<file path="src/hw/rtl/edf_pkg.sv">
// Shared types and constants for the earliest-deadline-first task scheduler.
// This file has no dependencies. The scheduler top level uses it.
`default_nettype none
package edf_pkg;
	localparam int NUM_TASKS = 16;
	localparam int IDX_W = (NUM_TASKS > 1) ? $clog2(NUM_TASKS) : 1;

	// Request codes.
	localparam logic [2:0] REQ_CREATE    = 3'd0;
	localparam logic [2:0] REQ_TERMINATE = 3'd1;
	localparam logic [2:0] REQ_SLEEP     = 3'd2;
	localparam logic [2:0] REQ_SET_DL    = 3'd3;
	localparam logic [2:0] REQ_BLOCK     = 3'd4;
	localparam logic [2:0] REQ_RELEASE   = 3'd5;
	localparam logic [2:0] REQ_TICK      = 3'd6;

	// Status codes.
	localparam logic [1:0] ST_OK      = 2'd0;
	localparam logic [1:0] ST_NO_SLOT = 2'd1;
	localparam logic [1:0] ST_REFUSED = 2'd2;

	// Slot modes.
	localparam logic [1:0] MODE_FREE  = 2'd0;
	localparam logic [1:0] MODE_READY = 2'd1;
	localparam logic [1:0] MODE_SLEEP = 2'd2;
	localparam logic [1:0] MODE_BLOCK = 2'd3;

	// Scan phases: wake sleepers, wake blocked tasks, pick the running task.
	localparam logic [1:0] PH_SLEEP = 2'd0;
	localparam logic [1:0] PH_BLOCK = 2'd1;
	localparam logic [1:0] PH_PICK  = 2'd2;

	typedef struct packed {
		logic [2:0]  req_type;
		logic [3:0]  task_slot;
		logic [31:0] arg_value;
	} req_t;

	typedef struct packed {
		logic [1:0]  status;
		logic [3:0]  created_slot;
		logic [3:0]  running_slot;
		logic        idle_running;
		logic [31:0] tick_now;
	} rsp_t;
endpackage
`default_nettype wire

</file>
<file path="src/hw/rtl/edf_ram.sv">
// Generic simple dual-port RAM: one write port, one read port, registered read.
// No dependencies.
`default_nettype none
module edf_ram #(
	parameter int WIDTH = 32,
	parameter int DEPTH = 16
) (
	input  wire logic                     clk,
	input  wire logic                     we,
	input  wire logic [$clog2(DEPTH)-1:0] waddr,
	input  wire logic [WIDTH-1:0]         wdata,
	input  wire logic [$clog2(DEPTH)-1:0] raddr,
	output logic      [WIDTH-1:0]         rdata
);
	logic [WIDTH-1:0] mem [DEPTH];

	// Write and registered read.
	always_ff @(posedge clk) begin
		if (we) begin
			mem[waddr] <= wdata;
		end
		rdata <= mem[raddr];
	end
endmodule
`default_nettype wire

</file>
<file path="src/hw/rtl/edf_task_scheduler.sv">
// Earliest-deadline-first task scheduler top level.
// Depends on edf_pkg and edf_ram.
//
// Usage: a request transfers on the req channel (req_valid high, req_stall
// low). One response transfers on the rsp channel for each request, in order.
// The block works on one request at a time. The EXEC state applies the
// request, then a scan reads every slot's deadline and order stamp from the
// RAMs, one slot per cycle through the read port, to pick the running task.
// A tick adds one scan for each task it wakes, plus two more scans that find
// nothing left to wake (sleepers, then blocked ones).
// A finished response waits in an output register while rsp_stall is high;
// the next request is still taken meanwhile, and its own response waits until
// the register is free. After reset all slots are free, the idle task runs,
// and tick and stamp counters are zero; the RAMs need no clearing.
`default_nettype none
module edf_task_scheduler (
	input  wire logic          clk,
	input  wire logic          arst_n,
	input  wire logic          req_valid,
	output logic               req_stall,
	input  wire edf_pkg::req_t req,
	output logic               rsp_valid,
	input  wire logic          rsp_stall,
	output edf_pkg::rsp_t      rsp
);
	localparam int N  = edf_pkg::NUM_TASKS;
	localparam int IW = edf_pkg::IDX_W;

	localparam logic [2:0] S_IDLE = 3'd0;
	localparam logic [2:0] S_EXEC = 3'd1;
	localparam logic [2:0] S_SCAN = 3'd2;
	localparam logic [2:0] S_EVAL = 3'd3;
	localparam logic [2:0] S_DONE = 3'd4;

	logic [2:0]          state_q;
	edf_pkg::req_t       req_q;
	logic [1:0]          mode_q [N];
	logic [31:0]         stamp_q;
	logic [31:0]         tick_q;
	logic [IW-1:0]       run_q;
	logic                idle_q;
	logic [1:0]          phase_q;
	logic [1:0]          status_q;
	logic [3:0]          created_q;
	logic [IW-1:0]       scan_addr_q;
	logic                issue_q;
	logic                vld_s1;
	logic [IW-1:0]       idx_s1;
	logic                last_s1;
	logic                found_q;
	logic [IW-1:0]       best_idx_q;
	logic [31:0]         best_key_q;
	logic [31:0]         best_age_q;
	logic                rsp_valid_q;
	edf_pkg::rsp_t       rsp_q;

	logic [31:0] dl_rd, wk_rd, st_rd;
	logic        dl_we, wk_we, st_we;
	logic [IW-1:0] dl_wa, wk_wa, st_wa;
	logic [31:0] dl_wd, wk_wd;

	logic          free_any;
	logic [IW-1:0] free_idx;
	logic [IW-1:0] rel_idx;
	logic          rel_ok;
	logic          rsp_load;

	logic [31:0] key_s1, age_s1;
	logic [1:0]  match_mode;
	logic        cand_s1, better_s1;

	// Lowest free slot for create.
	always_comb begin
		free_any = 1'b0;
		free_idx = '0;
		for (int i = N - 1; i >= 0; i--) begin
			if (mode_q[i] == edf_pkg::MODE_FREE) begin
				free_any = 1'b1;
				free_idx = IW'(i);
			end
		end
	end

	// Release target check.
	assign rel_idx = IW'(req_q.task_slot);
	assign rel_ok  = ({28'd0, req_q.task_slot} < 32'(N)) &&
		(mode_q[rel_idx] == edf_pkg::MODE_BLOCK);

	// The output register takes a finished response when it is free.
	assign rsp_load = (state_q == S_DONE) && (!rsp_valid_q || !rsp_stall);

	// Scan compare on the data read in the previous cycle.
	assign key_s1 = (phase_q == edf_pkg::PH_SLEEP) ? wk_rd : dl_rd;
	assign age_s1 = stamp_q - st_rd;
	always_comb begin
		case (phase_q)
			edf_pkg::PH_SLEEP: match_mode = edf_pkg::MODE_SLEEP;
			edf_pkg::PH_BLOCK: match_mode = edf_pkg::MODE_BLOCK;
			default:           match_mode = edf_pkg::MODE_READY;
		endcase
	end
	assign cand_s1 = vld_s1 && (mode_q[idx_s1] == match_mode) &&
		((phase_q == edf_pkg::PH_PICK) || (key_s1 <= tick_q));
	assign better_s1 = !found_q || (key_s1 < best_key_q) ||
		((key_s1 == best_key_q) && (age_s1 < best_age_q));

	// RAM write ports.
	always_comb begin
		dl_we = 1'b0;
		wk_we = 1'b0;
		st_we = 1'b0;
		dl_wa = run_q;
		wk_wa = run_q;
		st_wa = run_q;
		dl_wd = req_q.arg_value;
		wk_wd = tick_q + req_q.arg_value;
		if (state_q == S_EXEC) begin
			case (req_q.req_type)
				edf_pkg::REQ_CREATE: begin
					dl_we = free_any;
					st_we = free_any;
					dl_wa = free_idx;
					st_wa = free_idx;
				end
				edf_pkg::REQ_SLEEP: begin
					wk_we = !idle_q;
					st_we = !idle_q;
				end
				edf_pkg::REQ_SET_DL: begin
					dl_we = !idle_q;
					st_we = !idle_q;
				end
				edf_pkg::REQ_BLOCK: begin
					st_we = !idle_q;
				end
				edf_pkg::REQ_RELEASE: begin
					st_we = rel_ok;
					st_wa = rel_idx;
				end
				default: begin
				end
			endcase
		end else if (state_q == S_EVAL && phase_q != edf_pkg::PH_PICK && found_q) begin
			st_we = 1'b1;
			st_wa = best_idx_q;
		end
	end

	edf_ram #(.WIDTH(32), .DEPTH(N)) u_dl_ram (
		.clk(clk), .we(dl_we), .waddr(dl_wa), .wdata(dl_wd),
		.raddr(scan_addr_q), .rdata(dl_rd)
	);
	edf_ram #(.WIDTH(32), .DEPTH(N)) u_wk_ram (
		.clk(clk), .we(wk_we), .waddr(wk_wa), .wdata(wk_wd),
		.raddr(scan_addr_q), .rdata(wk_rd)
	);
	edf_ram #(.WIDTH(32), .DEPTH(N)) u_st_ram (
		.clk(clk), .we(st_we), .waddr(st_wa), .wdata(stamp_q),
		.raddr(scan_addr_q), .rdata(st_rd)
	);

	// Control sequencer, slot modes and counters.
	always_ff @(posedge clk or negedge arst_n) begin
		if (!arst_n) begin
			state_q     <= S_IDLE;
			for (int i = 0; i < N; i++) begin
				mode_q[i] <= edf_pkg::MODE_FREE;
			end
			stamp_q     <= '0;
			tick_q      <= '0;
			run_q       <= '0;
			idle_q      <= 1'b1;
			phase_q     <= edf_pkg::PH_PICK;
			status_q    <= edf_pkg::ST_OK;
			created_q   <= '0;
			scan_addr_q <= '0;
			issue_q     <= 1'b0;
			vld_s1      <= 1'b0;
			idx_s1      <= '0;
			last_s1     <= 1'b0;
			found_q     <= 1'b0;
			best_idx_q  <= '0;
			best_key_q  <= '0;
			best_age_q  <= '0;
			rsp_valid_q <= 1'b0;
		end else begin
			// Response valid: set on load, cleared after its transfer.
			if (rsp_load) begin
				rsp_valid_q <= 1'b1;
			end else if (rsp_valid_q && !rsp_stall) begin
				rsp_valid_q <= 1'b0;
			end
			vld_s1 <= 1'b0;
			case (state_q)
				S_IDLE: begin
					if (req_valid) begin
						state_q <= S_EXEC;
					end
				end
				S_EXEC: begin
					created_q <= (req_q.req_type == edf_pkg::REQ_CREATE && free_any) ?
						4'(free_idx) : 4'd0;
					case (req_q.req_type)
						edf_pkg::REQ_CREATE: begin
							if (free_any) begin
								mode_q[free_idx] <= edf_pkg::MODE_READY;
								stamp_q          <= stamp_q + 32'd1;
								status_q         <= edf_pkg::ST_OK;
							end else begin
								status_q <= edf_pkg::ST_NO_SLOT;
							end
						end
						edf_pkg::REQ_TERMINATE: begin
							if (idle_q) begin
								status_q <= edf_pkg::ST_REFUSED;
							end else begin
								mode_q[run_q] <= edf_pkg::MODE_FREE;
								status_q      <= edf_pkg::ST_OK;
							end
						end
						edf_pkg::REQ_SLEEP, edf_pkg::REQ_SET_DL, edf_pkg::REQ_BLOCK: begin
							if (idle_q) begin
								status_q <= edf_pkg::ST_REFUSED;
							end else begin
								status_q <= edf_pkg::ST_OK;
								stamp_q  <= stamp_q + 32'd1;
								if (req_q.req_type == edf_pkg::REQ_SLEEP)
									mode_q[run_q] <= edf_pkg::MODE_SLEEP;
								else if (req_q.req_type == edf_pkg::REQ_BLOCK)
									mode_q[run_q] <= edf_pkg::MODE_BLOCK;
								else
									mode_q[run_q] <= edf_pkg::MODE_READY;
							end
						end
						edf_pkg::REQ_RELEASE: begin
							if (rel_ok) begin
								mode_q[rel_idx] <= edf_pkg::MODE_READY;
								stamp_q         <= stamp_q + 32'd1;
								status_q        <= edf_pkg::ST_OK;
							end else begin
								status_q <= edf_pkg::ST_REFUSED;
							end
						end
						edf_pkg::REQ_TICK: begin
							tick_q   <= tick_q + 32'd1;
							status_q <= edf_pkg::ST_OK;
						end
						default: begin
							status_q <= edf_pkg::ST_REFUSED;
						end
					endcase
					phase_q     <= (req_q.req_type == edf_pkg::REQ_TICK) ?
						edf_pkg::PH_SLEEP : edf_pkg::PH_PICK;
					scan_addr_q <= '0;
					issue_q     <= 1'b1;
					found_q     <= 1'b0;
					state_q     <= S_SCAN;
				end
				S_SCAN: begin
					// Issue one slot read per cycle, compare in the cycle after.
					if (issue_q) begin
						vld_s1  <= 1'b1;
						idx_s1  <= scan_addr_q;
						last_s1 <= (scan_addr_q == IW'(N - 1));
						if (scan_addr_q == IW'(N - 1)) issue_q <= 1'b0;
						else scan_addr_q <= scan_addr_q + IW'(1);
					end
					if (cand_s1 && better_s1) begin
						found_q    <= 1'b1;
						best_idx_q <= idx_s1;
						best_key_q <= key_s1;
						best_age_q <= age_s1;
					end
					if (vld_s1 && last_s1) begin
						state_q <= S_EVAL;
					end
				end
				S_EVAL: begin
					if (phase_q == edf_pkg::PH_PICK) begin
						run_q   <= best_idx_q;
						idle_q  <= !found_q;
						state_q <= S_DONE;
					end else begin
						// Wake the best due task and scan again, or move on.
						if (found_q) begin
							mode_q[best_idx_q] <= edf_pkg::MODE_READY;
							stamp_q            <= stamp_q + 32'd1;
						end else begin
							phase_q <= phase_q + 2'd1;
						end
						scan_addr_q <= '0;
						issue_q     <= 1'b1;
						found_q     <= 1'b0;
						state_q     <= S_SCAN;
					end
				end
				S_DONE: begin
					if (rsp_load) begin
						state_q <= S_IDLE;
					end
				end
				default: begin
					state_q <= S_IDLE;
				end
			endcase
		end
	end

	// Request capture and response payload.
	always_ff @(posedge clk) begin
		if (state_q == S_IDLE && req_valid) begin
			req_q <= req;
		end
		if (rsp_load) begin
			rsp_q.status       <= status_q;
			rsp_q.created_slot <= created_q;
			rsp_q.running_slot <= idle_q ? 4'd0 : 4'(run_q);
			rsp_q.idle_running <= idle_q;
			rsp_q.tick_now     <= tick_q;
		end
	end

	assign req_stall = (state_q != S_IDLE);
	assign rsp_valid = rsp_valid_q;
	assign rsp       = rsp_q;
endmodule
`default_nettype wire
</file>
<file path="config.mk">
export PLATFORM = sky130hd
export DESIGN_NAME = edf_task_scheduler
export DESIGN_NICKNAME = d
export VERILOG_FILES = /design/src/hw/rtl/edf_pkg.sv /design/src/hw/rtl/edf_ram.sv /design/src/hw/rtl/edf_task_scheduler.sv
export SDC_FILE = /design/constraint.sdc
export NUM_CORES = 2
export LEC_CHECK = 0
export BUFFER_PORTS_ARGS = -buffer_cell sky130_fd_sc_hd__buf_2
export CORE_AREA = 10 10 433 435
export DETAILED_ROUTE_END_ITERATION = 12
export DIE_AREA = 0 0 443 445
export PLACE_DENSITY = 0.59
export REMOVE_ABC_BUFFERS = 1
export SETUP_SLACK_MARGIN = 0.3
export SKIP_LAST_GASP = 1
export SLEW_MARGIN = 20
export SYNTH_ARGS = -nofsm -noshare
export SYNTH_HDL_FRONTEND = slang
export SYNTH_SLANG_ARGS = --single-unit
</file>
<file path="constraint.sdc">
create_clock -name clk -period 6.6 [get_ports clk]
set_input_delay 1.32 -clock clk [delete_from_list [all_inputs] [get_ports clk]]
set_output_delay 1.32 -clock clk [all_outputs]
set_load 0.02 [all_outputs]
</file>
==> impl_metrics.csv <==
group,metric,value,unit
clock_tree,hold_buffers,0,
sta,rsz0062_at_grt,"no",
synthesis,yosysTopAreaCell,"edfxtp_1",
clock_tree,cts_root_buf,"clkbuf_16",
setup_path,cp_num_cells,16,
global_routing,antenna_found_initial,4,
setup_path,ff2ff_path_depth,16,
finish,layout-drive-gt1-share,18.6,%
sta,fmax,0.165,GHz
power_and_ir_drop,swShare,30.9,%
synthesis,synth_edf_count,1618,
synthesis,synth_seq_cells,1907,
setup_path,crit_path_max_fanout,68,
power_and_ir_drop,leakage,0.0328,uW
floorplanning,coreArea,178000,um2
sta,timing.setup.tns,0,ns
synthesis,yosys_warnings,0,
detailed_routing,drc,0,
synthesis,synth.distinct_cells,89,
sta,slew_viol_final,0,
setup_path,crit_type,"reg2reg",
run_status,run_status,"finished clean",
job,maxCapViolCount,0,
synthesis,ys_seq_area_share,69.2,%
floorplanning,rows,155,
clock_tree,path_clk_slew,0.06,ns
floorplanning,fp.dieH,445,um
placement,dp.final_hpwl,132000,um
sta,finalSetupViolCount,0,
synthesis,async_reset_ff_share,10.1,%
sta,slew-limit-headroom,22.6,%
synthesis,postSynthAreaPerCell,15.8,um2
finish,final_nets,5423,
sta,finalHoldViolCount,0,
synthesis,netlist_instances,5063,
setup_path,max_stage_delay,0.74,ns
clock_tree,clk_path_buf_depth,3,
clock_tree,insertion_delay,0.84,ns
power_and_ir_drop,p_comb_share,24.7,%
synthesis,synth_ff_type,"edfxtp_1",
finish,design_area,90400,um2
detailed_routing,via_count,46341,
clock_tree,cts_resized,0,
sta,min_period,6.06,ns
global_routing,grt_pass1_wl,325000,um
floorplanning,dieArea,197000,um2
setup_path,crit_top_cell,"ha_1",
floorplanning,io_pins,88,
setup_path,cp_top_family,"compound AO/OA/AOI/OAI gates",
detailed_routing,routed_wl,223000,um
global_routing,grt-ovfl-total,0,
clock_tree,tritoncts,"done",
setup_path,arrival,6.76,ns
placement,gp_congestion,0.936,
floorplanning,die_x,443,um
global_routing,grt_pass1_vias,46216,
setup_path,reg2reg_from,"stamp_q[2]",
setup_path,path_buf_inv,1,
min_path,min_path_type,"in2async",
finish,final_core_util,50.7,%
finish,fillers,14580,
setup_path,path_cells,"ha_1 -> nor2b_1 -> o31a_1 -> o22ai_1 -> o31ai_1 -> a31oi_1 -> o21a_1 -> o311ai_0 -> ha_1 -> nand4_1 -> nor3_1 -> a211o_1 -> o41ai_2 -> o211ai_1 -> buf_12 -> mux2_2",
power_and_ir_drop,internal_power,24100,uW
clock_tree,htree_num_levels,4,
setup_path,cpMaxStageDelayCell,"o41ai_2",
detailed_routing,wl_per_cell,28.8,um
detailed_routing,via_per_inst,5.99,
setup_path,critPathLaunchType,"flip-flop",
setup_path,cp-end-kind,"flip-flop",
finish,area_growth,13.0,%
power_and_ir_drop,clkPwrFrac,31.8,%
finish,diodes,0,
power_and_ir_drop,p_per_area,385,nW/um2
global_routing,grt_use_total,22.1,%
placement,port_buffers,87,
placement,placed_area,83900,um2
floorplanning,start_util,44.9,%
power_and_ir_drop,ir_drop,480,uV
synthesis,synth_area_leaders,"edfxtp_1 61%, dfrtp_1 6.0%, mux4_2 5.7%",
global_routing,grt_max_degree,130,
detailed_routing,drtIter0Drc,5043,
sta,skew,0.0538,ns
synthesis,syn_area,80000,um2
power_and_ir_drop,p_switching,10700,uW
sta,worst_pin_slew,1.16,ns
power_and_ir_drop,seqPwrFrac,43.5,%
synthesis,synth_top_area_share,60.7,%
detailed_routing,final_antenna_net_count,0,
sta,period_share,91.8,%
clock_tree,cts_sinks,1907,
clock_tree,cts_buffers,191,
setup_path,cp-startpoint,"stamp_q[2]",
detailed_routing,firstDrtPassIters,5,
setup_path,required,7.30,ns
clock_tree,cts_setup_buffers,0,
-- sequential cells by signal (all words and copies together) (netlist names), 43 cells and up --
register and flops:
u_wk_ram.mem 512, u_dl_ram.mem 512, rsp 43, u_st_ram.mem 512
-- routing by layer --
metal / share of wire (%) / wire, um / GRT usage, % / vias to the layer above
li1: - / - / - / 20247
met1: 45 / 99500 / 32.1 / 24251
met2: 47 / 105000 / 35.2 / 1563
met3: 6.1 / 13600 / 3.06 / 280
met4: 2.1 / 4780 / 5.44 / 0
met5: 0 / 0 / 0 / -
-- power groups by stage --
| stage | combinational, uW | clock (uW) | sequential (uW) |
|---|---|---|---|
| 4_1_cts | 8580 | 11200 | 15100 |
| 3_5_place_dp | 8540 | 0 | 15400 |
| 2_1_floorplan | 6040 | 0 | 15200 |
| 5_1_grt | 9390 | 11700 | 15200 |
| 6_report | 8590 | 11100 | 15100 |
| 3_3_place_gp | 8470 | 0 | 15400 |
-- layout make-up --
class | instances | area (um2) | area share [%]
Inverter | 168 | 631 | 0.697
Clock buffer | 257 | 5190 | 5.74
Timing Repair Buffer | 203 | 1450 | 1.61
Tap cell | 2355 | 2950 | 3.26
Sequential cell | 1907 | 55400 | 61.2
Multi-Input combinational cell | 2743 | 23600 | 26.1
Clock inverter | 100 | 1250 | 1.38
-- Yosys cell counts, drive strengths merged, types with 68 or more instances --
master	number
o21ai	290
nand2	265
nor2	148
ha	164
mux2i	301
dfrtp	191
clkbuf	184
a22oi	100
dfxtp	96
mux4	203
a221oi	116
inv	166
a21oi	249
edfxtp	1618
mux2	203
nor3	68
-- kinds of logic after synthesis --
logic type | after synthesis | synth area share, %
buffers and inverters | 413 | 1.99
AOI/OAI and AO/OA | 1006 | 8.05
and+or+nand+nor | 752 | 4.55
adders and majority gates | 166 | 2.61
DFF | 1907 | 69.2
muxes | 707 | 12.4
xor gates and xnor gates | 112 | 1.23
-- final timing paths --
path | endpoint | slack (ns)
setup / recovery | best_age_q[22] | 0.54
hold / removal | stamp_q[2] | 0.45
setup reg to reg | best_age_q[22] | 0.54
hold reg to reg | rsp[42] | 0.45
max in group asynchronous | scan_addr_q[1] | 4.85
min in group clk | rsp[42] | 0.45
-- placed cells by master (no fill, tap or decap), drive strengths merged, types with 15 or more instances in the layout --
master	synthesis	layout
a211oi	17	17
a21o	42	42
a21oi	249	249
a221oi	116	116
a22oi	100	100
a31oi	23	23
and3	17	17
buf	61	203
bufinv	0	19
clkbuf	184	257
clkinv	2	68
dfrtp	191	191
dfxtp	96	96
edfxtp	1618	1618
ha	164	164
inv	166	172
mux2	203	203
mux2i	301	301
mux4	203	203
nand2	265	265
nand2b	26	26
nand3	48	48
nand4	33	33
nor2	148	148
nor2b	34	34
nor3	68	68
nor4	39	39
o211ai	15	15
o21a	18	18
o21ai	290	290
o22ai	30	30
o31ai	16	16
or3	15	15
xnor2	66	66
xor2	46	46
-- stage by stage --
stage / worst slack, ns / hold slack (ns) / total power, uW / cells
final: 0.540 / 0.451 / 34800 / 7733
after global routing: 0.417 / 0.443 / 36300 / 7733
after CTS: 0.679 / 0.415 / 35000 / 7733
after detailed placement: 0.739 / 0.436 / 23900 / 7376
after global placement: 0.823 / 0.445 / 23900 / 7376
after floorplan: -13.51 / 0.425 / 21300 / 4818
No activity file was read; power rests on OpenSTA's default activity.
